$ cat config.mk
export PLATFORM = sky130hd
export DESIGN_NAME = lru_lookup_cache_flat
export DESIGN_NICKNAME = d
export VERILOG_FILES = /design/src/rtl/llc_pkg.sv /design/src/rtl/llc_if.sv /design/src/rtl/lru_lookup_cache.sv /design/src/rtl/llc_cfg.sv /design/src/rtl/llc_ctrl.sv /design/src/rtl/llc_dp.sv /design/src/flat_wrapper.sv
export SDC_FILE = /design/constraint.sdc
export NUM_CORES = 1
export LEC_CHECK = 0
export BUFFER_PORTS_ARGS = -buffer_cell sky130_fd_sc_hd__buf_2
export CAP_MARGIN = 20
export CORE_ASPECT_RATIO = 0.7
export CORE_MARGIN = 4
export CORE_UTILIZATION = 45
export CTS_BUF_LIST = sky130_fd_sc_hd__clkbuf_8
export DETAILED_ROUTE_END_ITERATION = 7
export PLACE_DENSITY = 0.63
export SYNTH_ARGS = -nofsm -noshare
export SYNTH_HDL_FRONTEND = slang
export SYNTH_SLANG_ARGS = --single-unit
$ cat constraint.sdc
create_clock -name clk -period 19.95 [get_ports clk]
set_input_delay 2.9925 -clock clk [delete_from_list [all_inputs] [get_ports clk]]
set_output_delay 2.9925 -clock clk [all_outputs]
set_load 0.02 [all_outputs]
$ cat src/rtl/llc_pkg.sv
`timescale 1ns / 1ps
// ----------------------------------------------------------------------------
// LRU lookup cache package
// Shared sizes, register map and controller/datapath command types.
// ----------------------------------------------------------------------------
package llc_pkg;

	localparam int ENTRIES   = 8;
	localparam int KEY_WIDTH = 64;

	localparam int TAG_W  = 64;
	localparam int IP_W   = 32;
	localparam int PORT_W = 16;
	localparam int CAP_W  = 4;

	localparam int IDX_W = (ENTRIES > 1) ? $clog2(ENTRIES) : 1;
	localparam int CNT_W = $clog2(ENTRIES + 1);

	localparam logic [CAP_W-1:0] CAP_RESET = CAP_W'(3);

	localparam int APB_AW = 3;
	localparam int APB_DW = 32;
	localparam int REG_W  = APB_AW - 2;

	localparam logic [REG_W-1:0] REG_CAPACITY = REG_W'(0);

	typedef struct packed {
		logic load;
		logic step;
		logic commit;
	} llc_cmd_t;

	typedef struct packed {
		logic scan_last;
		logic out_free;
	} llc_sts_t;

endpackage

$ cat src/rtl/llc_if.sv
`timescale 1ns / 1ps
// ----------------------------------------------------------------------------
// LRU lookup cache channels
// Request and response valid/ready channels with their payloads.
// ----------------------------------------------------------------------------
interface llc_req_if import llc_pkg::*; ();
	logic              valid;
	logic              ready;
	logic              kind;
	logic [TAG_W-1:0]  key_tag;
	logic [IP_W-1:0]   ip_addr;
	logic [PORT_W-1:0] port_num;

	modport source (output valid, kind, key_tag, ip_addr, port_num, input ready);
	modport sink   (input valid, kind, key_tag, ip_addr, port_num, output ready);
endinterface

interface llc_rsp_if import llc_pkg::*; ();
	logic              valid;
	logic              ready;
	logic              hit;
	logic [IP_W-1:0]   ip_out;
	logic [PORT_W-1:0] port_out;
	logic              evicted;

	modport source (output valid, hit, ip_out, port_out, evicted, input ready);
	modport sink   (input valid, hit, ip_out, port_out, evicted, output ready);
endinterface

$ cat src/rtl/lru_lookup_cache.sv
`timescale 1ns / 1ps
// ----------------------------------------------------------------------------
// LRU lookup cache
// Fully associative key-to-address/port cache with least-recent eviction.
// ----------------------------------------------------------------------------
// One transaction at a time: a request is taken only after the last one commits;
//   the serial key scan reads one entry per cycle through a single comparator.
// A finished response waits in its register while the next request is taken.
// Reset: live count and ranks clear at once, capacity returns to 3; entry
//   contents stay undefined and no clearing pass runs.
// ----------------------------------------------------------------------------
module lru_lookup_cache import llc_pkg::*; (
	input  logic              clk,
	input  logic              arst_n,
	llc_req_if.sink           req,
	llc_rsp_if.source         rsp,
	input  logic              psel,
	input  logic              penable,
	input  logic              pwrite,
	input  logic [APB_AW-1:0] paddr,
	input  logic [APB_DW-1:0] pwdata,
	output logic [APB_DW-1:0] prdata,
	output logic              pready
);

	llc_cmd_t         cmd;
	llc_sts_t         sts;
	logic [CAP_W-1:0] capacity;

	llc_cfg u_cfg (
		.clk      (clk),
		.arst_n   (arst_n),
		.psel     (psel),
		.penable  (penable),
		.pwrite   (pwrite),
		.paddr    (paddr),
		.pwdata   (pwdata),
		.prdata   (prdata),
		.pready   (pready),
		.capacity (capacity)
	);

	llc_ctrl u_ctrl (
		.clk      (clk),
		.arst_n   (arst_n),
		.in_valid (req.valid),
		.in_ready (req.ready),
		.sts      (sts),
		.cmd      (cmd)
	);

	llc_dp u_dp (
		.clk         (clk),
		.arst_n      (arst_n),
		.cmd         (cmd),
		.sts         (sts),
		.capacity    (capacity),
		.in_kind     (req.kind),
		.in_key      (req.key_tag),
		.in_ip       (req.ip_addr),
		.in_port     (req.port_num),
		.out_valid   (rsp.valid),
		.out_ready   (rsp.ready),
		.out_hit     (rsp.hit),
		.out_ip      (rsp.ip_out),
		.out_port    (rsp.port_out),
		.out_evicted (rsp.evicted)
	);

endmodule

$ cat src/rtl/llc_cfg.sv
`timescale 1ns / 1ps
// ----------------------------------------------------------------------------
// LRU lookup cache register file
// APB-style slave holding the capacity register.
// ----------------------------------------------------------------------------
module llc_cfg import llc_pkg::*; (
	input  logic              clk,
	input  logic              arst_n,
	input  logic              psel,
	input  logic              penable,
	input  logic              pwrite,
	input  logic [APB_AW-1:0] paddr,
	input  logic [APB_DW-1:0] pwdata,
	output logic [APB_DW-1:0] prdata,
	output logic              pready,
	output logic [CAP_W-1:0]  capacity
);

	logic [CAP_W-1:0] capacity_q;
	logic             wr_en;
	logic             sel_cap;

	assign pready   = 1'b1;
	assign sel_cap  = (paddr[APB_AW-1:2] == REG_CAPACITY);
	assign wr_en    = psel && penable && pwrite && pready;
	assign prdata   = sel_cap ? APB_DW'(capacity_q) : '0;
	assign capacity = capacity_q;

	always_ff @(posedge clk or negedge arst_n) begin
		if (!arst_n) begin
			capacity_q <= CAP_RESET;
		end else if (wr_en && sel_cap) begin
			capacity_q <= pwdata[CAP_W-1:0];
		end
	end

endmodule

$ cat src/rtl/llc_ctrl.sv
`timescale 1ns / 1ps
// ----------------------------------------------------------------------------
// LRU lookup cache controller
// Sequences accept, entry scan and commit of one transaction at a time.
// ----------------------------------------------------------------------------
module llc_ctrl import llc_pkg::*; (
	input  logic     clk,
	input  logic     arst_n,
	input  logic     in_valid,
	output logic     in_ready,
	input  llc_sts_t sts,
	output llc_cmd_t cmd
);

	typedef enum logic [1:0] {
		ST_IDLE,
		ST_SCAN,
		ST_FINISH
	} state_t;

	state_t state_q;

	always_ff @(posedge clk or negedge arst_n) begin
		if (!arst_n) begin
			state_q <= ST_IDLE;
		end else begin
			unique case (state_q)
				ST_IDLE: begin
					if (in_valid) state_q <= ST_SCAN;
				end
				ST_SCAN: begin
					if (sts.scan_last) state_q <= ST_FINISH;
				end
				ST_FINISH: begin
					if (sts.out_free) state_q <= ST_IDLE;
				end
				default: state_q <= ST_IDLE;
			endcase
		end
	end

	always_comb begin
		in_ready   = (state_q == ST_IDLE);
		cmd.load   = in_ready && in_valid;
		cmd.step   = (state_q == ST_SCAN);
		cmd.commit = (state_q == ST_FINISH) && sts.out_free;
	end

endmodule

$ cat src/rtl/llc_dp.sv
`timescale 1ns / 1ps
// ----------------------------------------------------------------------------
// LRU lookup cache datapath
// Entry storage, recency ranks, serial key scan and response register.
// ----------------------------------------------------------------------------
module llc_dp import llc_pkg::*; (
	input  logic              clk,
	input  logic              arst_n,
	input  llc_cmd_t          cmd,
	output llc_sts_t          sts,
	input  logic [CAP_W-1:0]  capacity,
	input  logic              in_kind,
	input  logic [TAG_W-1:0]  in_key,
	input  logic [IP_W-1:0]   in_ip,
	input  logic [PORT_W-1:0] in_port,
	output logic              out_valid,
	input  logic              out_ready,
	output logic              out_hit,
	output logic [IP_W-1:0]   out_ip,
	output logic [PORT_W-1:0] out_port,
	output logic              out_evicted
);

	localparam int CMP_W = (CNT_W > CAP_W) ? CNT_W : CAP_W;

	logic                 kind_q;
	logic [KEY_WIDTH-1:0] key_q;
	logic [IP_W-1:0]      ip_q;
	logic [PORT_W-1:0]    port_q;

	logic [KEY_WIDTH-1:0] slot_key_q  [ENTRIES];
	logic [IP_W-1:0]      slot_ip_q   [ENTRIES];
	logic [PORT_W-1:0]    slot_port_q [ENTRIES];
	logic [IDX_W-1:0]     slot_rank_q [ENTRIES];
	logic [CNT_W-1:0]     live_q;

	logic [IDX_W-1:0] idx_q;
	logic             found_q;
	logic [IDX_W-1:0] best_idx_q;
	logic [IDX_W-1:0] best_rank_q;
	logic [IDX_W-1:0] lru_idx_q;

	logic              out_valid_q;
	logic              hit_q;
	logic [IP_W-1:0]   ip_out_q;
	logic [PORT_W-1:0] port_out_q;
	logic              evicted_q;

	logic [IDX_W-1:0] cur_rank;
	logic             cur_live;
	logic             cur_match;
	logic             cur_lru;
	logic [CMP_W-1:0] cap_ext;
	logic [CMP_W-1:0] eff_cap;
	logic             evict;
	logic [IDX_W-1:0] wslot;
	logic [IDX_W-1:0] target;
	logic [CNT_W-1:0] limit;
	logic             apply;
	logic             hit_now;

	assign cur_rank  = slot_rank_q[idx_q];
	assign cur_live  = CNT_W'(idx_q) < live_q;
	assign cur_match = cur_live && (slot_key_q[idx_q] == key_q)
		&& (!found_q || (cur_rank < best_rank_q));
	assign cur_lru   = cur_live && (CNT_W'(cur_rank) == (live_q - CNT_W'(1)));

	assign sts.scan_last = (CNT_W'(idx_q) + CNT_W'(1)) >= live_q;
	assign sts.out_free  = !out_valid_q || out_ready;

	always_comb begin
		cap_ext = CMP_W'(capacity);
		if (cap_ext == '0) begin
			eff_cap = CMP_W'(1);
		end else if (cap_ext > CMP_W'(ENTRIES)) begin
			eff_cap = CMP_W'(ENTRIES);
		end else begin
			eff_cap = cap_ext;
		end
		evict   = kind_q && (CMP_W'(live_q) >= eff_cap);
		wslot   = evict ? lru_idx_q : live_q[IDX_W-1:0];
		target  = kind_q ? wslot : best_idx_q;
		hit_now = !kind_q && found_q;
		apply   = kind_q || found_q;
		if (kind_q) begin
			limit = evict ? (live_q - CNT_W'(1)) : live_q;
		end else begin
			limit = CNT_W'(best_rank_q);
		end
	end

	always_ff @(posedge clk) begin
		if (cmd.load) begin
			kind_q <= in_kind;
			key_q  <= in_key[KEY_WIDTH-1:0];
			ip_q   <= in_ip;
			port_q <= in_port;
		end
	end

	always_ff @(posedge clk or negedge arst_n) begin
		if (!arst_n) begin
			idx_q       <= '0;
			found_q     <= 1'b0;
			best_idx_q  <= '0;
			best_rank_q <= '0;
			lru_idx_q   <= '0;
		end else if (cmd.load) begin
			idx_q   <= '0;
			found_q <= 1'b0;
		end else if (cmd.step) begin
			if (!sts.scan_last) idx_q <= idx_q + IDX_W'(1);
			if (cur_match) begin
				found_q     <= 1'b1;
				best_idx_q  <= idx_q;
				best_rank_q <= cur_rank;
			end
			if (cur_lru) lru_idx_q <= idx_q;
		end
	end

	always_ff @(posedge clk or negedge arst_n) begin
		if (!arst_n) begin
			live_q <= '0;
			for (int i = 0; i < ENTRIES; i++) begin
				slot_rank_q[i] <= '0;
			end
		end else if (cmd.commit && apply) begin
			for (int i = 0; i < ENTRIES; i++) begin
				if ((CNT_W'(i) < live_q) && (CNT_W'(slot_rank_q[i]) < limit)) begin
					slot_rank_q[i] <= slot_rank_q[i] + IDX_W'(1);
				end
			end
			slot_rank_q[target] <= '0;
			if (kind_q && !evict) live_q <= live_q + CNT_W'(1);
		end
	end

	always_ff @(posedge clk) begin
		if (cmd.commit && kind_q) begin
			slot_key_q[wslot]  <= key_q;
			slot_ip_q[wslot]   <= ip_q;
			slot_port_q[wslot] <= port_q;
		end
	end

	always_ff @(posedge clk or negedge arst_n) begin
		if (!arst_n) begin
			out_valid_q <= 1'b0;
		end else if (cmd.commit) begin
			out_valid_q <= 1'b1;
		end else if (out_ready) begin
			out_valid_q <= 1'b0;
		end
	end

	always_ff @(posedge clk) begin
		if (cmd.commit) begin
			hit_q      <= hit_now;
			ip_out_q   <= hit_now ? slot_ip_q[best_idx_q] : '0;
			port_out_q <= hit_now ? slot_port_q[best_idx_q] : '0;
			evicted_q  <= evict;
		end
	end

	assign out_valid   = out_valid_q;
	assign out_hit     = hit_q;
	assign out_ip      = ip_out_q;
	assign out_port    = port_out_q;
	assign out_evicted = evicted_q;

	a_live_bound: assert property (@(posedge clk) disable iff (!arst_n)
		live_q <= CNT_W'(ENTRIES))
		else $error("live count above table depth");

	a_commit_free: assert property (@(posedge clk) disable iff (!arst_n)
		cmd.commit |-> (!out_valid_q || out_ready))
		else $error("commit while response register is held");

	a_commit_valid: assert property (@(posedge clk) disable iff (!arst_n)
		cmd.commit |=> out_valid_q)
		else $error("response not presented after commit");

	a_live_stable: assert property (@(posedge clk) disable iff (!arst_n)
		!cmd.commit |=> $stable(live_q))
		else $error("live count changed outside commit");

	a_scan_restart: assert property (@(posedge clk) disable iff (!arst_n)
		cmd.load |=> (idx_q == '0) && !found_q)
		else $error("scan not restarted on load");

endmodule

$ cat src/flat_wrapper.sv
// flat-port wrapper written by rule: the top's interface ports become plain ports
module lru_lookup_cache_flat import llc_pkg::*;
  (clk, arst_n, psel, penable, pwrite, paddr, pwdata, prdata, pready, req_valid, req_kind, req_key_tag, req_ip_addr, req_port_num, req_ready, rsp_valid, rsp_hit, rsp_ip_out, rsp_port_out, rsp_evicted, rsp_ready);
  llc_req_if req_i ();
  llc_rsp_if rsp_i ();
  input  logic clk;
  input  logic arst_n;
  input  logic psel;
  input  logic penable;
  input  logic pwrite;
  input  logic [APB_AW-1:0] paddr;
  input  logic [APB_DW-1:0] pwdata;
  output logic [APB_DW-1:0] prdata;
  output logic pready;
  input wire logic [$bits(req_i.valid)-1:0] req_valid;
  input wire logic [$bits(req_i.kind)-1:0] req_kind;
  input wire logic [$bits(req_i.key_tag)-1:0] req_key_tag;
  input wire logic [$bits(req_i.ip_addr)-1:0] req_ip_addr;
  input wire logic [$bits(req_i.port_num)-1:0] req_port_num;
  output wire logic [$bits(req_i.ready)-1:0] req_ready;
  output wire logic [$bits(rsp_i.valid)-1:0] rsp_valid;
  output wire logic [$bits(rsp_i.hit)-1:0] rsp_hit;
  output wire logic [$bits(rsp_i.ip_out)-1:0] rsp_ip_out;
  output wire logic [$bits(rsp_i.port_out)-1:0] rsp_port_out;
  output wire logic [$bits(rsp_i.evicted)-1:0] rsp_evicted;
  input wire logic [$bits(rsp_i.ready)-1:0] rsp_ready;
  assign req_i.valid = req_valid;
  assign req_i.kind = req_kind;
  assign req_i.key_tag = req_key_tag;
  assign req_i.ip_addr = req_ip_addr;
  assign req_i.port_num = req_port_num;
  assign req_ready = req_i.ready;
  assign rsp_valid = rsp_i.valid;
  assign rsp_hit = rsp_i.hit;
  assign rsp_ip_out = rsp_i.ip_out;
  assign rsp_port_out = rsp_i.port_out;
  assign rsp_evicted = rsp_i.evicted;
  assign rsp_i.ready = rsp_ready;
  lru_lookup_cache u_core (.clk(clk), .arst_n(arst_n), .req(req_i), .rsp(rsp_i), .psel(psel), .penable(penable), .pwrite(pwrite), .paddr(paddr), .pwdata(pwdata), .prdata(prdata), .pready(pready));
endmodule
==> reports/summary.txt, run 1 <==
Crit start category -> input port
Synth Cell Area -> 43140 um^2
Routed Wire Length -> 92.93 mm
Max Slew Vio Count -> 0
Post-synthesis cell type count -> 57
Die Wd -> 378.1 um
Setup bufs post-CTS -> 0
Seq/Total Area, Yosys -> 76.50%
CTS tree -> done
IO Count -> 240
Simple-gate share of the synthesized area -> 2.973%
Hold Vio Cnt, Final -> 0
Yosys reg bits -> 1107
Total track usage -> 18.56%
Critical Path AT -> 3.38 ns
DRT Pass-1 Iters -> 5
Post-CTS Hold Fix Bufs -> 0
Mux cell area share after synthesis -> 13.90%
Fmax -> 156.9 MHz
Initial DRC Count -> 2041
Vias in the first global route -> 22.14k
Die H -> 267.1 um
Initial antenna violation count -> 4
Detailed placer's ending HPWL -> 50.07 mm
Share of layout cells above drive strength 1 -> 27.49%
Synth-to-layout area growth -> 12.55%
Status -> finished, final reports clean
Synth Area in XOR/XNOR -> 1.563%
Compound-cell area share of the yosys netlist -> 2.312%
CTS buffer count -> 165
GPL Wtd Cong -> 0.8470
Fraction of the mapped netlist area in adder cells -> 0.9861%
Max-slew headroom -> 28.25%
Largest net degree at the start of global routing -> 66
Post-Syn Instances -> 2120
Worst setup EP type -> primary output
Final net count -> 2603
Setup TNS -> 0 ns
Crit-path max FO -> 5
Combinational family with the most area after synthesis -> multiplexers
CTS Sinks -> 1107
Worst Path Class, Setup -> input port to primary output
Final setup fails -> 0
PwrDens -> 118.2 nW/um^2
YS warnings -> 0
Clock-pin transition on the worst setup and hold timing paths -> 0.07 ns
Max H-tree Level -> 4
Post-route ant nets -> 0
First-pass GRT wire length -> 139.4 mm
Buffers on Ports -> 180
Total gr overflow -> 0
Max-cap violations -> 0
Avg Inst Size Synth -> 20.35 um^2
Via density -> 5.556
Initial Util -> 45.62%
Slew @ Worst Pin -> 1.063 ns
Clk_lat worst skew -> 0.81 ns
Post-route DRC violation count -> 0
Routed WL per cell -> 24.49 um
Clock period minus worst slack -> 6.373 ns
Final period utilization -> 31.94%
Via count -> 21.09k
Worst endpoint required time -> 16.96 ns
Worst Hold Class -> flip-flop to flip-flop
Post-synth EDFFs -> 1059
Core area -> 94560 um^2
Hold slack -> 0.5142 ns
RSZ-0062 raised after global routing -> false
Post-synth top flop -> edfxtp_1
VDD IR max -> 64.00 uV
Root Buffer -> clkbuf_8
Lkg Pwr -> 15.98 nW
DIE AREA -> 101000 um^2
# rows -> 94
Worst Skew -> 0.03237 ns
Post-CTS sizing -> 0
Ys async rst share -> 4.336%
Clk buf depth -> 3
through the flow:
step                      total power [mW]  utilization [%]  setup WS [ns]  instances  instance area (um^2)
after detailed placement             4.013            48.00          13.02       3495                 45390
final                                5.737            51.35          13.58       3795                 48560
after global placement               3.975            48.00          13.05       3495                 45390
after global routing                 6.014            51.35          13.56       3795                 48560
after CTS                            5.796            51.35          13.57       3794                 48550
after floorplan                      3.698                -          9.399       2147                 43240
cells in the final DEF (no fill, tap or decap), types with 4 or more instances in the layout:
| cell | instances |
|---|---|
| o22ai_1 | 8 |
| mux2_2 | 18 |
| nand3_1 | 16 |
| buf_4 | 36 |
| dfrtp_4 | 5 |
| nand2_1 | 143 |
| buf_2 | 180 |
| ha_1 | 34 |
| nor4_1 | 11 |
| nand4_1 | 7 |
| nor2b_1 | 5 |
| mux2_4 | 5 |
| a21o_1 | 9 |
| conb_1 | 29 |
| dfrtp_1 | 40 |
| nor2_4 | 8 |
| nor2_1 | 55 |
| xor2_1 | 18 |
| bufinv_16 | 8 |
| clkinv_2 | 20 |
| mux4_2 | 221 |
| a211oi_1 | 6 |
| clkinv_1 | 43 |
| inv_6 | 4 |
| and3_1 | 4 |
| nor3b_1 | 4 |
| a221oi_1 | 6 |
| nand2b_1 | 6 |
| clkbuf_8 | 171 |
| a21oi_1 | 70 |
| o21ai_0 | 24 |
| o31ai_1 | 4 |
| xnor2_1 | 59 |
| o211ai_1 | 6 |
| inv_8 | 4 |
| a31oi_1 | 7 |
| mux2i_1 | 74 |
| edfxtp_1 | 1059 |
| nor3_1 | 14 |
| inv_1 | 63 |
routing by layer:
metal | up-vias | global-route usage, % | share of wire (%)
met1 | 11100 | 26.95 | 44
met5 | - | 0 | 0
li1 | 9121 | - | -
met3 | 143 | 3.914 | 6.4
met2 | 721 | 28.84 | 47
met4 | 0 | 5.144 | 1.7
where the power goes:
| group | switching, mW | leakage (nW) | internal [mW] |
|---|---|---|---|
| logic | 0.571 | 4.00 | 0.423 |
| clock network | 0.863 | 1.79 | 0.908 |
| registers | 0.199 | 10.2 | 2.77 |
registers in the layout, indices dropped and copies added, names as in the netlist:
name	count
u_core.u_dp.best_idx_q	3
u_core.u_dp.ip_q	32
u_core.u_dp.lru_idx_q	3
u_core.u_dp.slot_port_q	128
u_core.u_dp.slot_rank_q	24
u_core.u_cfg.capacity	4
u_core.u_dp.out_evicted	1
u_core.u_dp.idx_q	3
u_core.u_dp.found_q	1
u_core.u_dp.slot_key_q	512
u_core.u_dp.best_rank_q	3
u_core.u_dp.kind_q	1
u_core.u_dp.slot_ip_q	256
u_core.u_dp.port_q	16
u_core.u_dp.out_valid	1
u_core.u_dp.out_hit	1
u_core.u_dp.out_port	16
u_core.u_ctrl.state_q	2
u_core.u_dp.live_q	4
u_core.u_dp.key_q	64
u_core.u_dp.out_ip	32
area by class of cell:
| type | instances | area, um^2 |
|---|---|---|
| antenna | 1 | 2.502 |
| clock buffer | 171 | 2354 |
| clock inverter | 128 | 812.0 |
| fill | 7522 | 46010 |
| inverter | 20 | 75.07 |
| multi-input combinational | 904 | 9555 |
| sequential | 1107 | 33020 |
| tap | 1248 | 1562 |
| timing repair buffer | 216 | 1171 |
path summary, 6_finish.rpt:
check / slack, ns / depth (start not counted) / from / end
max in group asynchronous: 17.09 / 2 / arst_n / u_core.u_dp.best_idx_q[0]$_DFFE_PN0P_
setup reg to reg: 15.08 / 9 / u_core.u_dp.idx_q[1]$_DFFE_PN0P_ / u_core.u_dp.best_idx_q[0]$_DFFE_PN0P_
hold / removal: 0.51 / 1 / u_core.u_dp.lru_idx_q[0]$_DFFE_PN0P_ / u_core.u_dp.lru_idx_q[0]$_DFFE_PN0P_
hold reg to reg: 0.51 / 1 / u_core.u_dp.lru_idx_q[0]$_DFFE_PN0P_ / u_core.u_dp.lru_idx_q[0]$_DFFE_PN0P_
setup / recovery: 13.58 / 3 / paddr[2] / prdata[2]
min in group asynchronous: 2.32 / 2 / arst_n / u_core.u_cfg.capacity[2]$_DFFE_PN0P_
cell families after synthesis:
family / count (synthesis)
flip-flops: 1107
multiplexers: 318
AND/OR/NAND/NOR: 285
AO/OA/AOI/OAI: 161
buffers and inverters: 136
XOR/XNOR: 77
adder cells (fa/ha/maj): 34
other: 2
critical path, cell delays in order:
cell and delay [ns]:
buf_2 0.12, nor2b_1 0.10, buf_2 0.17
synth_stat cells (6+ instances only):
cell,instances,share of area (%)
buf_2,19,0.22
a21o_1,9,0.16
o211ai_1,6,0.10
nor3_1,14,0.16
a211oi_1,6,0.10
dfrtp_1,46,2.7
mux2_2,18,0.47
ha_1,34,0.99
clkbuf_1,37,0.32
xor2_1,18,0.37
o22ai_1,8,0.12
a221oi_1,6,0.12
nor2_1,63,0.55
a21oi_1,70,0.81
nand2_1,143,1.2
o21ai_0,24,0.28
nand4_1,7,0.10
mux4_2,221,12
buf_1,14,0.12
xnor2_1,59,1.2
mux2i_1,74,1.7
nand3_1,16,0.19
buf_6,9,0.23
inv_1,20,0.17
edfxtp_1,1059,74
a31oi_1,7,0.10
nor4_1,11,0.16
nand2b_1,7,0.10
buf_4,36,0.63
Power figures use the tool's default switching activity.
==> inputs of run 2 (changes only) <==
==> constraint.sdc (replaced) <==
create_clock -name clk -period 6 [get_ports clk]
set_input_delay 0.9 -clock clk [delete_from_list [all_inputs] [get_ports clk]]
set_output_delay 0.9 -clock clk [all_outputs]
set_load 0.02 [all_outputs]
==> run 2 against run 1 <==
Against the previous run: clock power increased to 3.2 times the previous value; clock-buffer cell count shrank 1; worst setup slack lost 12 ns; non-clock buffer count up 16; global-route usage is 0.10 points higher; first-iteration DRC count is 17% lower; sequential share of layout area shrank 0.11 points; sequential power grew to 3.3 times the previous value; critical path type is now flip-flop to flip-flop; highest routed layer unchanged.
==> reports/summary.txt, run 2 (synthesis gave the netlist of run 1 again) <==
Worst setup EP type -> flip-flop
Clk buf depth -> 3 (unchanged)
Die Wd -> 378.1 um (unchanged)
Final WS setup -> 1.739 ns (-11.84 ns)
Largest net degree at the start of global routing -> 113 (+71%)
Share of layout cells above drive strength 1 -> 27.72% (+0.22 points)
Fmax -> 234.7 MHz
Sw frac -> 28.76% (+0.29 points)
Clock period minus worst slack -> 4.261 ns
CTS tree -> done
Internal power -> 13.40 mW (+230%)
Via count -> 20.93k (-0.72%)
Initial antenna violation count -> 6 (+2)
Buffers on Ports -> 180 (unchanged)
Total gr overflow -> 0 (unchanged)
Final net count -> 2621 (+0.69%)
Setup bufs post-CTS -> 0 (unchanged)
Crit start category -> flip-flop
CTS buffer count -> 167 (+1.2%)
Die H -> 267.1 um (unchanged)
Max-cap violations -> 0 (unchanged)
Worst Path Class, Setup -> flip-flop to flip-flop
Vias in the first global route -> 21.91k (-1.0%)
DRT Pass-1 Iters -> 5 (unchanged)
Max H-tree Level -> 4 (unchanged)
Detailed placer's ending HPWL -> 49.53 mm (-1.1%)
Worst endpoint required time -> 6.48 ns (-10.48 ns)
Core area -> 94560 um^2 (unchanged)
Post-CTS Hold Fix Bufs -> 0 (unchanged)
Lkg Pwr -> 16.03 nW (+0.31%)
Hold Vio Cnt, Final -> 0 (unchanged)
Crit-path max FO -> 48 (+43)
Max-slew headroom -> 29.13% (+0.89 points)
GPL Wtd Cong -> 0.7696 (-9.1%)
Largest register FFs -> 512 (unchanged)
IO Count -> 240 (unchanged)
Combinational power share -> 17.5% (+0.2 points)
Initial DRC Count -> 1704 (-17%)
Power share of the clock group -> 30.0% (-0.9 points)
Synth-to-layout area growth -> 12.73%
DIE AREA -> 101000 um^2 (unchanged)
Setup slack at placement -> 1.796 ns (-11.22 ns)
Via density -> 5.482 (-1.3%)
Clk_lat worst skew -> 0.85 ns (+0.04 ns)
Reg power frac -> 52.5% (+0.7 points)
Total track usage -> 18.66% (+0.10 points)
Max Slew Vio Count -> 0 (unchanged)
Setup TNS -> 0 ns (unchanged)
Slew @ Worst Pin -> 1.050 ns (-0.01312 ns)
PwrDens -> 386.7 nW/um^2 (+230%)
Commonest non-fill, non-tap cell in the layout -> edfxtp_1
Root Buffer -> clkbuf_8
First-pass GRT wire length -> 139.1 mm (-0.23%)
Most frequent cells in the layout -> 1059 x edfxtp_1, 221 x mux4_2, 180 x buf_2, 170 x clkbuf_8, 143 x nand2_1
Post-route DRC violation count -> 0 (unchanged)
Worst Skew -> 0.03579 ns (+0.003420 ns)
Routed Wire Length -> 92.56 mm (-0.41%)
RSZ-0062 raised after global routing -> false
# rows -> 94 (unchanged)
CTS Sinks -> 1107 (unchanged)
Initial Util -> 45.62% (unchanged)
Post-route ant nets -> 0 (unchanged)
Reg2reg path depth -> 9 (unchanged)
Final instance area -> 48630 um^2 (+0.15%)
Critical Path AT -> 4.74 ns (+1.36 ns)
Total power -> 18.81 mW (+230%)
Post-CTS sizing -> 0 (unchanged)
VDD IR max -> 255.3 uV (+300%)
Status -> finished, final reports clean
Post-DP Area -> 45610 um^2 (+0.49%)
Top Registers -> u_core.u_dp.slot_key_q: 512 flops, u_core.u_dp.slot_ip_q: 256 flops, u_core.u_dp.slot_port_q: 128 flops
Final setup fails -> 0 (unchanged)
Hold slack -> 0.1672 ns (-0.3470 ns)
Worst Hold Class -> input port to asynchronous set/reset pin
Net switching power -> 5.409 mW (+230%)
Routed WL per cell -> 24.24 um (-1.0%)
Clock-pin transition on the worst setup and hold timing paths -> 0.06 ns (about the same)
Final period utilization -> 71.01%
Biggest register -> u_core.u_dp.slot_key_q
Reg2Reg Setup Slack -> 1.74 ns (-13.34 ns)
[run 2: cell count changes in the layout (fill, tap and decap cells not counted)]
cell and change:
inv_2 -1, bufinv_16 -6, clkinv_1 +2, buf_4 +8, inv_1 +9, diode_2 +1, clkinv_2 +4, clkinvlp_4 +5
clkinv_4 -1, inv_6 -2, buf_12 +8, inv_8 -2, clkbuf_8 -1
[run 2: path summary, 6_finish.rpt]
check | startpoint | endpoint
worst max-delay path | u_core.u_dp.live_q[0]$_DFFE_PN0P_ | u_core.u_dp.slot_ip_q[4][23]$_DFFE_PP_
worst min-delay path | arst_n | u_core.u_cfg.capacity[3]$_DFFE_PN0P_
worst max register to register | u_core.u_dp.live_q[0]$_DFFE_PN0P_ | u_core.u_dp.slot_ip_q[4][23]$_DFFE_PP_
worst min register to register | u_core.u_dp.best_rank_q[1]$_DFFE_PN0P_ | u_core.u_dp.best_rank_q[1]$_DFFE_PN0P_
max in group asynchronous | arst_n | u_core.u_dp.idx_q[2]$_DFFE_PN0P_
min in group clk | req_port_num[3] | u_core.u_dp.port_q[3]$_DFFE_PP_
[run 2: metrics by stage]
stage,cells,utilization [%]
2_1_floorplan,2147,-
3_3_place_gp,3510,48.22
3_5_place_dp,3511,48.23
4_1_cts,3817,51.42
5_1_grt,3819,51.43
6_report,3819,51.43
[run 2: power by group through the flow]
stage	combinational (mW)	clock, mW	sequential (mW)
2_1_floorplan	2.54	0	9.75
3_3_place_gp	3.25	0	9.98
3_5_place_dp	3.31	0	10.0
4_1_cts	3.32	5.81	9.88
5_1_grt	3.60	6.19	9.96
6_report	3.30	5.63	9.87
[run 2: critical path, stage by stage, from the launching register on]
cell and delay (ns):
dfrtp_1 0.60, inv_1 0.20, ha_1 0.33, nor2b_1 0.05, o21a_1 0.22, nor2_1 0.44
mux2i_1 0.40, nand3_1 0.39, nor2_4 0.78, buf_12 0.42
[run 2: layout make-up]
class                      instances  area [um^2]
antenna                            2        5.005
clock buffer                     170         2340
clock inverter                   136        678.2
fill                            7634        45930
inverter                          20        75.07
multi-input combinational        904         9555
sequential                      1107        33020
tap                             1248         1562
timing repair buffer             232         1391
[run 2: per-layer routing]
layer,up-vias,track usage [%],part of all wire [%]
li1,9173,-,-
met1,11000,27.12,45
met2,625,28.96,47
met3,136,3.433,5.3
met4,0,6.029,2.0
met5,-,0,0
